## src/sv/dbms_pkg.sv

```systemverilog
// dbms_pkg: types and the draw-order comparison shared by the sorter modules
// no dependencies
package dbms_pkg;

  localparam int unsigned DepthW = 32;
  localparam int unsigned LayerW = 8;
  localparam int unsigned IdW    = 16;

  // one stored draw batch, all sort keys plus the id
  typedef struct packed {
    logic              render_enabled;
    logic              refractive;
    logic [LayerW-1:0] draw_layer;
    logic              translucent;
    logic [DepthW-1:0] view_depth;
    logic [LayerW-1:0] effect_layer;
    logic [IdW-1:0]    shader_id;
    logic [IdW-1:0]    buffer_id;
    logic [IdW-1:0]    item_id;
  } item_t;

  // control broadcast along the cell row
  typedef struct packed {
    logic ins;
    logic pop;
  } cell_ctrl_t;

  // true if batch a is drawn strictly before batch b
  function automatic logic precedes(item_t a, item_t b);
    logic res;
    if (a.render_enabled != b.render_enabled) begin
      res = a.render_enabled;
    end else if (a.refractive != b.refractive) begin
      res = ~a.refractive;
    end else if (a.draw_layer != b.draw_layer) begin
      res = $signed(a.draw_layer) < $signed(b.draw_layer);
    end else if (a.translucent != b.translucent) begin
      res = ~a.translucent;
    end else if (a.translucent && (a.view_depth != b.view_depth)) begin
      res = $signed(a.view_depth) > $signed(b.view_depth);
    end else if (a.effect_layer != b.effect_layer) begin
      res = $signed(a.effect_layer) < $signed(b.effect_layer);
    end else if (a.shader_id != b.shader_id) begin
      res = a.shader_id < b.shader_id;
    end else if (a.buffer_id != b.buffer_id) begin
      res = a.buffer_id < b.buffer_id;
    end else if (!a.translucent && (a.view_depth != b.view_depth)) begin
      res = $signed(a.view_depth) < $signed(b.view_depth);
    end else begin
      res = a.item_id < b.item_id;
    end
    return res;
  endfunction

endpackage

```

## src/sv/dbms_cell.sv

```systemverilog
// dbms_cell: one slot of the insertion chain, holds a batch and its valid bit
// depends on dbms_pkg
module dbms_cell (
  input  logic                 clk_i,
  input  logic                 rst_ni,
  input  dbms_pkg::cell_ctrl_t ctrl_i,
  input  dbms_pkg::item_t      new_item_i,
  input  dbms_pkg::item_t      prev_item_i,
  input  logic                 prev_valid_i,
  input  logic                 prev_prec_i,
  input  dbms_pkg::item_t      next_item_i,
  input  logic                 next_valid_i,
  output dbms_pkg::item_t      item_o,
  output logic                 valid_o,
  output logic                 prec_o
);

  dbms_pkg::item_t item_q, item_d;
  logic            valid_q, valid_d;

  // new batch goes in front of the batch held here
  assign prec_o = valid_q & dbms_pkg::precedes(new_item_i, item_q);

  always_comb begin
    item_d  = item_q;
    valid_d = valid_q;
    if (ctrl_i.pop) begin
      item_d  = next_item_i;
      valid_d = next_valid_i;
    end else if (ctrl_i.ins) begin
      if (prev_prec_i) begin
        // make room: take the neighbour's batch
        item_d  = prev_item_i;
        valid_d = 1'b1;
      end else if (prec_o || (!valid_q && prev_valid_i)) begin
        item_d  = new_item_i;
        valid_d = 1'b1;
      end
    end
  end

  always_ff @(posedge clk_i or negedge rst_ni) begin
    if (!rst_ni) begin
      valid_q <= 1'b0;
    end else begin
      valid_q <= valid_d;
    end
  end

  always_ff @(posedge clk_i) begin
    item_q <= item_d;
  end

  assign item_o  = item_q;
  assign valid_o = valid_q;

endmodule

```

## config.mk

```make
export PLATFORM = sky130hd
export DESIGN_NAME = dbms_cell
export DESIGN_NICKNAME = d
export VERILOG_FILES = /design/src/sv/dbms_pkg.sv /design/src/sv/dbms_cell.sv
export SDC_FILE = /design/constraint.sdc
export NUM_CORES = 1
export LEC_CHECK = 0
export ABC_AREA = 1
export BUFFER_PORTS_ARGS = -buffer_cell sky130_fd_sc_hd__buf_2
export CAP_MARGIN = 20
export CORE_AREA = 2 2 156 158
export CTS_BUF_LIST = sky130_fd_sc_hd__clkbuf_8
export CTS_CLUSTER_DIAMETER = 30
export DETAILED_ROUTE_END_ITERATION = 10
export DIE_AREA = 0 0 158 160
export PLACE_DENSITY_LB_ADDON = 0.08
export SYNTH_ARGS = -nofsm -noshare
export SYNTH_HDL_FRONTEND = slang
export SYNTH_SLANG_ARGS = --single-unit
```

## constraint.sdc

```tcl
create_clock -name clk_i -period 5.7 [get_ports clk_i]
set_clock_uncertainty 0.2 [all_clocks]
set_input_delay 0.285 -clock clk_i [delete_from_list [all_inputs] [get_ports clk_i]]
set_output_delay 0.285 -clock clk_i [all_outputs]
set_load 0.02 [all_outputs]
```

# == Word-level counts from Yosys, hierarchy flattened ==
# Index checks and enable logic that the tools add are counted.
# W data, S select, Z words.
# totals
word_cells,54
reg_bits,100
in_bits,304
# op_classes
n_eq_ne,8
n_bitwise,3
reduce_logical,9
mux,17
n_lt_le_gt_ge,7
# op_table
op,n
$mux W99,4
$lt A16 B16 Y1,3
$gt A32 B32 Y1,1
$lt A32 B32 Y1,1
$ne A16 B16 Y1,2
$ne A32 B32 Y1,1
$lt A8 B8 Y1,2
$ne A8 B8 Y1,2
$mux W1,13
$logic_and A1 B1 Y1,3
$ne A1 B1 Y1,3
$reduce_bool A3 Y1,1
$logic_not A1 Y1,2
$not A1 Y1,2
$reduce_and A2 Y1,1
$reduce_bool A2 Y1,1
$and A1 B1 Y1,1
$logic_or A1 B1 Y1,1

# == Longest topological paths before layout ==
# Gate-level depths: netlist of the first run.
# logic_depth
depth_word,17
mapped_depth,29
mapped_depth_nobuf,29

# == Worst setup path before layout of the first run ==
# No wires, ideal clock.
# synth_path
path_kind,reg2reg
startpoint,"reg item_q, in the netlist item_o[87]"
endpoint,"reg item_q, in the netlist item_o[0], enable pin"
required_ps,5047
arrival_time_ps,4071
slack_ps,976
n_path_buf,0
setup_time_ps,453
path_stages_with_launch,25
cell_sequence,edfxtp_1 inv_1 ha_1 nand2_1 nor2_2 nand2_2 nor3b_2 nand2_2 nand2_1 nand3_1 nand2_1 inv_1 nand2_1 nand2_1 nand2_1 nand2_1 nand2_1 nand2_1 nand2_1 nand2_1 nand2_1 nand2_2 nand3_2 nand2_2 inv_1
# synth_between
elab_chain_len,15
# synth_rtl
item,line_no,rtl
"start, declared",dbms_cell.sv:18,"dbms_pkg::item_t item_q, item_d;"
"start signal, assigned",dbms_cell.sv:51,item_q <= item_d;
"parallel branches: the longest is 6 deep, another holds $lt A32 B32 Y1",--,
$mux W1 (*),dbms_pkg.sv:39,end else if (a.translucent && (a.view_depth != b.view_depth)) begin
$mux W1 (*),dbms_pkg.sv:37,end else if (a.translucent != b.translucent) begin
$mux W1 (*),dbms_pkg.sv:35,end else if (a.draw_layer != b.draw_layer) begin
$mux W1 (*),dbms_pkg.sv:33,end else if (a.refractive != b.refractive) begin
$mux W1 (*),dbms_pkg.sv:31,if (a.render_enabled != b.render_enabled) begin
$and A1 B1 Y1 (*),dbms_cell.sv:22,"assign prec_o = valid_q & dbms_pkg::precedes(new_item_i, item_q);"
$logic_or A1 B1 Y1 (*),dbms_cell.sv:35,end else if (prec_o || (!valid_q && prev_valid_i)) begin
$reduce_bool A3 Y1 (no line) (*),--,
$reduce_and A2 Y1 (no line) (*),--,
# Mark *: on every way between the ends.
# A chain may end at the register's enable or synchronous reset.

# == Worst setup path after layout of the first run ==
# layout_path
startpoint,"reg item_q, in the netlist item_o[83]"
endpoint,"reg item_q, in the netlist item_o[87], enable pin"
# The elaborated chain is that of the path after synthesis.

==> summary.txt, run 1 <==
Starting Density: 0.320
Fin. max-slew vios: 0
Setup Buffers After CTS: 0
Starting DRT DRC Count: 429
Mux share of post-synthesis cell area: 0
Fin crit share: 0.668
Fill cells: 2592
First-pass detailed-route iteration total: 9
Psw: 779 µW
EDFF count, synth: 99
Site row count: 57
Crit path DAT: 3680 ps
Area Overhead vs Synth: 34.9%
CTS Hold Bufs: 14
Startpoint types: flip-flop
Yosys reg bits: 100
R2r worst-path depth: 25
CP required: 5570 ps
P_leak: 0.00539 µW
Global route overflow: 0
XOR/XNOR share of the synthesized area: 0
Synth Area in Compound Gates: 0.183
Hold Fails Final Rpt: 0
Top Ports: 405
Number of synthesis warnings: 0
CTS Buf Count: 9
Pin count of the biggest net entering global routing: 71
Average footprint of a synthesized cell: 7.76 µm²
Adder-Cell Fraction of Synth Area: 0.156
Worst VDD drop: 89.1 µV
Placed cell count: 1675
Class of the worst hold path: input pin to flip-flop
Register area: 3000 µm²
Clk pwr share: 0.229
Crit path kind: flip-flop to flip-flop
DIE WIDTH: 158 µm
Post_cts resized: 0
TNS Setup: 0 ps
DRC: 0
DIE AREA: 25300 µm²
Final min period: 3810 ps
GRT Util Overall: 0.210
Flop pwr share: 0.428
Hold Path Stages: 3
Layout cells sized above 1: 0.322
Antenna violations before repair: 7
Core Area: 23800 µm²
DIE HEIGHT: 160 µm
Final core utilization: 0.432
Worst Setup End Kind: flip-flop
Multi-input logic area: 3940 µm²
Count of cell types in the netlist: 34
Power Density: 217 nW/µm²
H-Tree Depth: 3
Unrepaired setup endpoints after global routing: no
Layout Cells excl Fill: 1707
Synthesized cell area: 7620 µm²
Number of max-cap violations: 0
Net count reported at finish: 1775
Syn Inst Count: 983
Avg WL per Cell: 15.9 µm
Worst Path Max Fanout: 66
# setup viols final: 0
IO buf count: 404
Syn_nets: 1382
Comb pwr share: 0.344
Longest Clk Path Bufs: 2
Status: finished clean
Gp weighted congestion: 0.834
CTS tree: yes
Combinational family with the most area after synthesis: compound AO/OA/AOI/OAI gates
Clk sink count: 100
Tightest Pin Transition: 965 ps
Via-per-instance ratio: 4.66
Vias in the first global route: 7687
Final wirelength: 27100 µm
Final HPWL DP: 21100 µm
Slew margin rel.: 0.357
Antenna Nets Post-Route: 0
Ys flop type: edfxtp_1
Clock Tree Root: clkbuf_8
Max Clk Rate: 263 MHz
Worst-path clk slew: 100 ps
Internal power: 1450 µW
Via count: 7961
Synth Area in Simple Gates: 0.177
Seq/Total Area, Yosys: 0.393
Sw Ratio: 0.349
Insertion delay to the later sink of the worst-skew pair: 390 ps
First-pass GRT wire length: 40800 µm
Post-synth ARST share: 0.0100
## cell families (layout without fill, tap and decap cells)
kind of cell	count (synthesis)	count (layout)
simple gates	342	342
compound gates	270	270
buf+inv	176	574
flops	100	100
fa+ha+maj	95	95
other cells	0	2
## synthesized netlist by cell type, types with 2 or more instances
master / count / area [µm²]
edfxtp_1: 99 / 2970
a221oi_1: 2 / 17.5
nand2_1: 195 / 732
o21a_1: 4 / 30.0
inv_1: 123 / 462
o21ai_0: 11 / 55.1
nand3_1: 11 / 55.1
inv_2: 10 / 37.5
a21oi_1: 239 / 1200
o21bai_1: 2 / 15.0
nand2_2: 4 / 25.0
ha_1: 95 / 1190
nor3_1: 3 / 15.0
a211oi_1: 3 / 22.5
clkbuf_1: 39 / 146
nand4_1: 5 / 31.3
nor4_1: 2 / 12.5
nor2_1: 117 / 439
o21ai_1: 4 / 20.0
## metrics by stage
stage	setup WS (ps)	power (µW)	instance area (µm²)	hold slack, ps
after floorplan	976	1420	7620	-211
after global placement	1890	1740	9930	-139
after detailed placement	1810	1740	9930	-139
after CTS	1840	2270	10300	0.556
after global routing	1440	2390	10300	10.2
final	1890	2230	10300	15.4
## state kept, by name, indices dropped and copies added, names as in the netlist
| signal | count |
|---|---|
| item_o | 99 |
| valid_o | 1 |
## metal layers
layer / vias to the layer above / part of all wire / track usage
met1: 3547 / 0.42 / 0.253
met4: 8 / 0.025 / 0.0614
li1: 4080 / - / -
met2: 280 / 0.48 / 0.368
met5: - / 0.0018 / 0
met3: 46 / 0.074 / 0.0513
## worst paths after layout
kind                                       from                    to  slack, ps
setup / recovery           item_o[83]$_DFFE_PP_  item_o[87]$_DFFE_PP_       1890
min in group asynchronous                rst_ni   valid_o$_DFFE_PN0P_        540
setup reg to reg           item_o[83]$_DFFE_PP_  item_o[87]$_DFFE_PP_       1890
hold / removal                  next_item_i[34]  item_o[34]$_DFFE_PP_         20
hold reg to reg             valid_o$_DFFE_PN0P_   valid_o$_DFFE_PN0P_        400
max in group asynchronous                rst_ni   valid_o$_DFFE_PN0P_       4670
## worst max-delay path, cell delays in order, from the launching register on
cell and delay [ps]:
edfxtp_1 370, inv_1 50, ha_1 280, nand2_1 70, nor2_1 160, nand2_2 80, nor3b_2 200, nand2_2 90
nand2_1 90, nand3_1 90, nand2_1 60, inv_1 30, nand2_1 60, nand2_1 50, nand2_1 50, nand2_1 40
nand2_1 60, nand2_1 50, nand2_1 50, nand2_1 40, nand2_1 60, nand2_2 60, nand3_2 70, nand2_2 80
inv_4 590, buf_12 300
## area by class of cell
class,count,area share
well taps,324,0.0394
diodes,2,0.000486
multi-input cells,707,0.383
clock inverters,7,0.00839
flip-flops and latches,100,0.291
inverters,134,0.0494
clock buffers,9,0.0120
repair buffers,424,0.216
## placed cells by master (no fill, tap or decap), drive strengths merged, types with 4 or more instances in the layout
| master | instances |
|---|---|
| inv | 134 |
| ha | 95 |
| nor2 | 118 |
| edfxtp | 99 |
| buf | 410 |
| nand4 | 5 |
| nand2 | 199 |
| o21a | 4 |
| nand3 | 12 |
| a21oi | 240 |
| o21ai | 15 |
| dlygate4sd3 | 14 |
| clkbuf | 9 |
## power by group through the flow
| stage | logic, µW | clock network [µW] | registers (µW) |
|---|---|---|---|
| 5_1_grt | 870 | 553 | 965 |
| 4_1_cts | 782 | 532 | 955 |
| 6_report | 768 | 510 | 955 |
| 3_5_place_dp | 770 | 0 | 972 |
| 3_3_place_gp | 770 | 0 | 970 |
| 2_1_floorplan | 349 | 0 | 1080 |
No activity file was read; power rests on OpenSTA's default activity.
==> run 2: changes to the inputs <==
--- a/config.mk
+++ b/config.mk
@@ -5,7 +5,7 @@
 export SDC_FILE = /design/constraint.sdc
 export NUM_CORES = 1
 export LEC_CHECK = 0
-export ABC_AREA = 1
+export ABC_AREA = 0
 export BUFFER_PORTS_ARGS = -buffer_cell sky130_fd_sc_hd__buf_2
 export CAP_MARGIN = 20
 export CORE_AREA = 2 2 156 158
==> constraint.sdc (replaced) <==
create_clock -name clk_i -period 3.9 [get_ports clk_i]
set_clock_uncertainty 0.2 [all_clocks]
set_input_delay 0.195 -clock clk_i [delete_from_list [all_inputs] [get_ports clk_i]]
set_output_delay 0.195 -clock clk_i [all_outputs]
set_load 0.02 [all_outputs]
==> run 2 against run 1 <==
Against the previous run:
- combinational power up 71%
- highest routed layer is now met4
- synthesized cell count fell by 18%
- largest cell class unchanged
- routed wire length is 0.95% lower
- non-clock buffer count is 152 higher
- sequential power up 48%
- global-route usage decreased by 0.47 points
- core utilization increased by 6.9 points
- clock power up 39%
- sequential share of layout area decreased by 4.0 points
- final cell count decreased by 1.1%
==> summary.txt, run 2 <==
Status: finished clean
Post-DP Area: 10100 µm²
Avg WL per Cell: 15.9 µm
IO buf count: 404
CP required: 3500 ps
Hold Fails Final Rpt: 0
Yosys top cell by area: edfxtp_1
Final min period: 3560 ps
Pin count of the biggest net entering global routing: 82
Clock Tree Root: clkbuf_8
First-pass detailed-route iteration total: 6
Worst VDD drop: 161 µV
XOR/XNOR share of the synthesized area: 0
Max Clk Rate: 281 MHz
Final wirelength: 26900 µm
Synth top area share: 0.389
DRC: 0
Crit path kind: flip-flop to output pin
Starting Density: 0.321
Via count: 7794
Count of cell types in the netlist: 45
Total power: 3430 µW
Core Area: 23800 µm²
H-Tree Depth: 3
Tightest Pin Transition: 919 ps
P_leak: 0.00601 µW
EDFF count, synth: 99
Mux share of post-synthesis cell area: 0.130
Via-per-instance ratio: 4.61
DIE HEIGHT: 160 µm
Register area: 3000 µm²
Fin area: 11900 µm²
Insertion delay to the later sink of the worst-skew pair: 390 ps
GRT Util Overall: 0.205
# setup viols final: 0
Area Overhead vs Synth: 56.3%
DIE WIDTH: 158 µm
Net count reported at finish: 1759
Class of the worst hold path: input pin to flip-flop
Syn_nets: 1205
Antenna cells: 0
Gp weighted congestion: 0.803
Final HPWL DP: 20900 µm
Longest Clk Path Bufs: 2
Site row count: 57
Crit path DAT: 3170 ps
Power Density: 287 nW/µm²
DIE AREA: 25300 µm²
Most common library cells after synthesis: nand2_1, o21ai_0, inv_1
Max reg flops: 99
Synth Area in Compound Gates: 0.146
Unrepaired setup endpoints after global routing: no
R2R Setup Slk: 400 ps
Slew margin rel.: 0.388
Fin crit share: 0.913
Final core utilization: 0.501
Post-synth ARST share: 0.0100
Worst-path clk slew: 110 ps
CTS Buf Count: 9
Post_cts resized: 0
Starting DRT DRC Count: 332
Layout cells sized above 1: 0.316
Dpl ws: 403 ps
Fill cells: 2350
Adder-Cell Fraction of Synth Area: 0.156
Setup ws final: 338 ps
Antenna Nets Post-Route: 0
Most common cell after layout, fill and taps aside: buf_2
Fin. max-slew vios: 0
Vias in the first global route: 7714
Seq/Total Area, Yosys: 0.392
Antenna violations before repair: 1
CTS tree: yes
Number of max-cap violations: 0
Top Ports: 405
Yosys reg bits: 100
Average footprint of a synthesized cell: 9.48 µm²
Startpoint types: flip-flop
Most area-consuming cells after synthesis: edfxtp_1, ha_1, mux2i_1
Multi-input logic area: 4180 µm²
Global route overflow: 0
Syn Inst Count: 806
Count leader, synth: nand2_1
First-pass GRT wire length: 39900 µm
Worst Setup End Kind: output pin
Worst Path Max Fanout: 4
Synth Area in Simple Gates: 0.110
Combinational family with the most area after synthesis: adder cells
Number of synthesis warnings: 0
Synthesized cell area: 7640 µm²
Most frequent cells in the layout: buf_2, dlygate4sd3_1, nand2_1, o21ai_0
Clk sink count: 100
Hold_ws: 14.0 ps
Ys flop type: edfxtp_1
-- run 2: stage by stage --
step                TNS (ps)  cells
floorplan            -122840    806
global placement           0   1506
detailed placement         0   1506
CTS                        0   1688
global route               0   1689
finish                     0   1689
-- run 2: routing by layer --
| metal | vias up | part of all wire | routed length (µm) | track usage |
|---|---|---|---|---|
| li1 | 4021 | - | - | - |
| met1 | 3483 | 0.41 | 11100 | 0.238 |
| met2 | 258 | 0.50 | 13500 | 0.375 |
| met3 | 32 | 0.066 | 1760 | 0.0475 |
| met4 | 0 | 0.019 | 513 | 0.0557 |
| met5 | - | 0 | 0 | 0 |
-- run 2: layout make-up --
class	instances	area share
clock buffer	9	0.0104
clock inverter	7	0.00618
inverter	101	0.0318
multi-input combinational	572	0.350
sequential	100	0.251
tap	324	0.0340
timing repair buffer	576	0.317
-- run 2: timing repair --
action                                  in CTS  in global routing
endpoints found under the setup margin       0                  0
buffers inserted                             0                  0
hold buffers                               166                  1
endpoints found under the hold margin      101                  1
-- run 2: path summary, 6_finish.rpt --
| kind | from | to | cells past startpoint |
|---|---|---|---|
| max in group asynchronous | rst_ni | valid_o$_DFFE_PN0P_ | 3 |
| min in group asynchronous | rst_ni | valid_o$_DFFE_PN0P_ | 3 |
| hold / removal | prev_item_i[46] | item_o[46]$_DFFE_PP_ | 3 |
| setup / recovery | item_o[83]$_DFFE_PP_ | prec_o | 11 |
| hold reg to reg | valid_o$_DFFE_PN0P_ | valid_o$_DFFE_PN0P_ | 3 |
| setup reg to reg | item_o[83]$_DFFE_PP_ | item_o[12]$_DFFE_PP_ | 11 |
-- run 2: worst max-delay path: stages (launching register included) --
cell	delay (ps)
edfxtp_1	360
inv_1	40
ha_1	300
nand4_1	230
nor4_1	510
nand4_1	250
o311ai_0	340
a21oi_1	140
a21oi_1	170
o21ai_1	80
and2_1	170
buf_2	170
-- run 2: cell families (layout without fill, tap and decap cells) --
| kind of cell | after synthesis | in the layout |
|---|---|---|
| muxes | 99 | 99 |
| AOI/OAI and AO/OA | 196 | 196 |
| DFF | 100 | 100 |
| adders and majority gates | 95 | 95 |
| and+or+nand+nor | 182 | 182 |
| buffers and inverters | 134 | 693 |
-- run 2: where the power goes --
group | switching (µW) | total (µW) | internal (µW)
combinational | 709 | 1310 | 602
clock | 408 | 709 | 301
sequential | 64.7 | 1410 | 1340
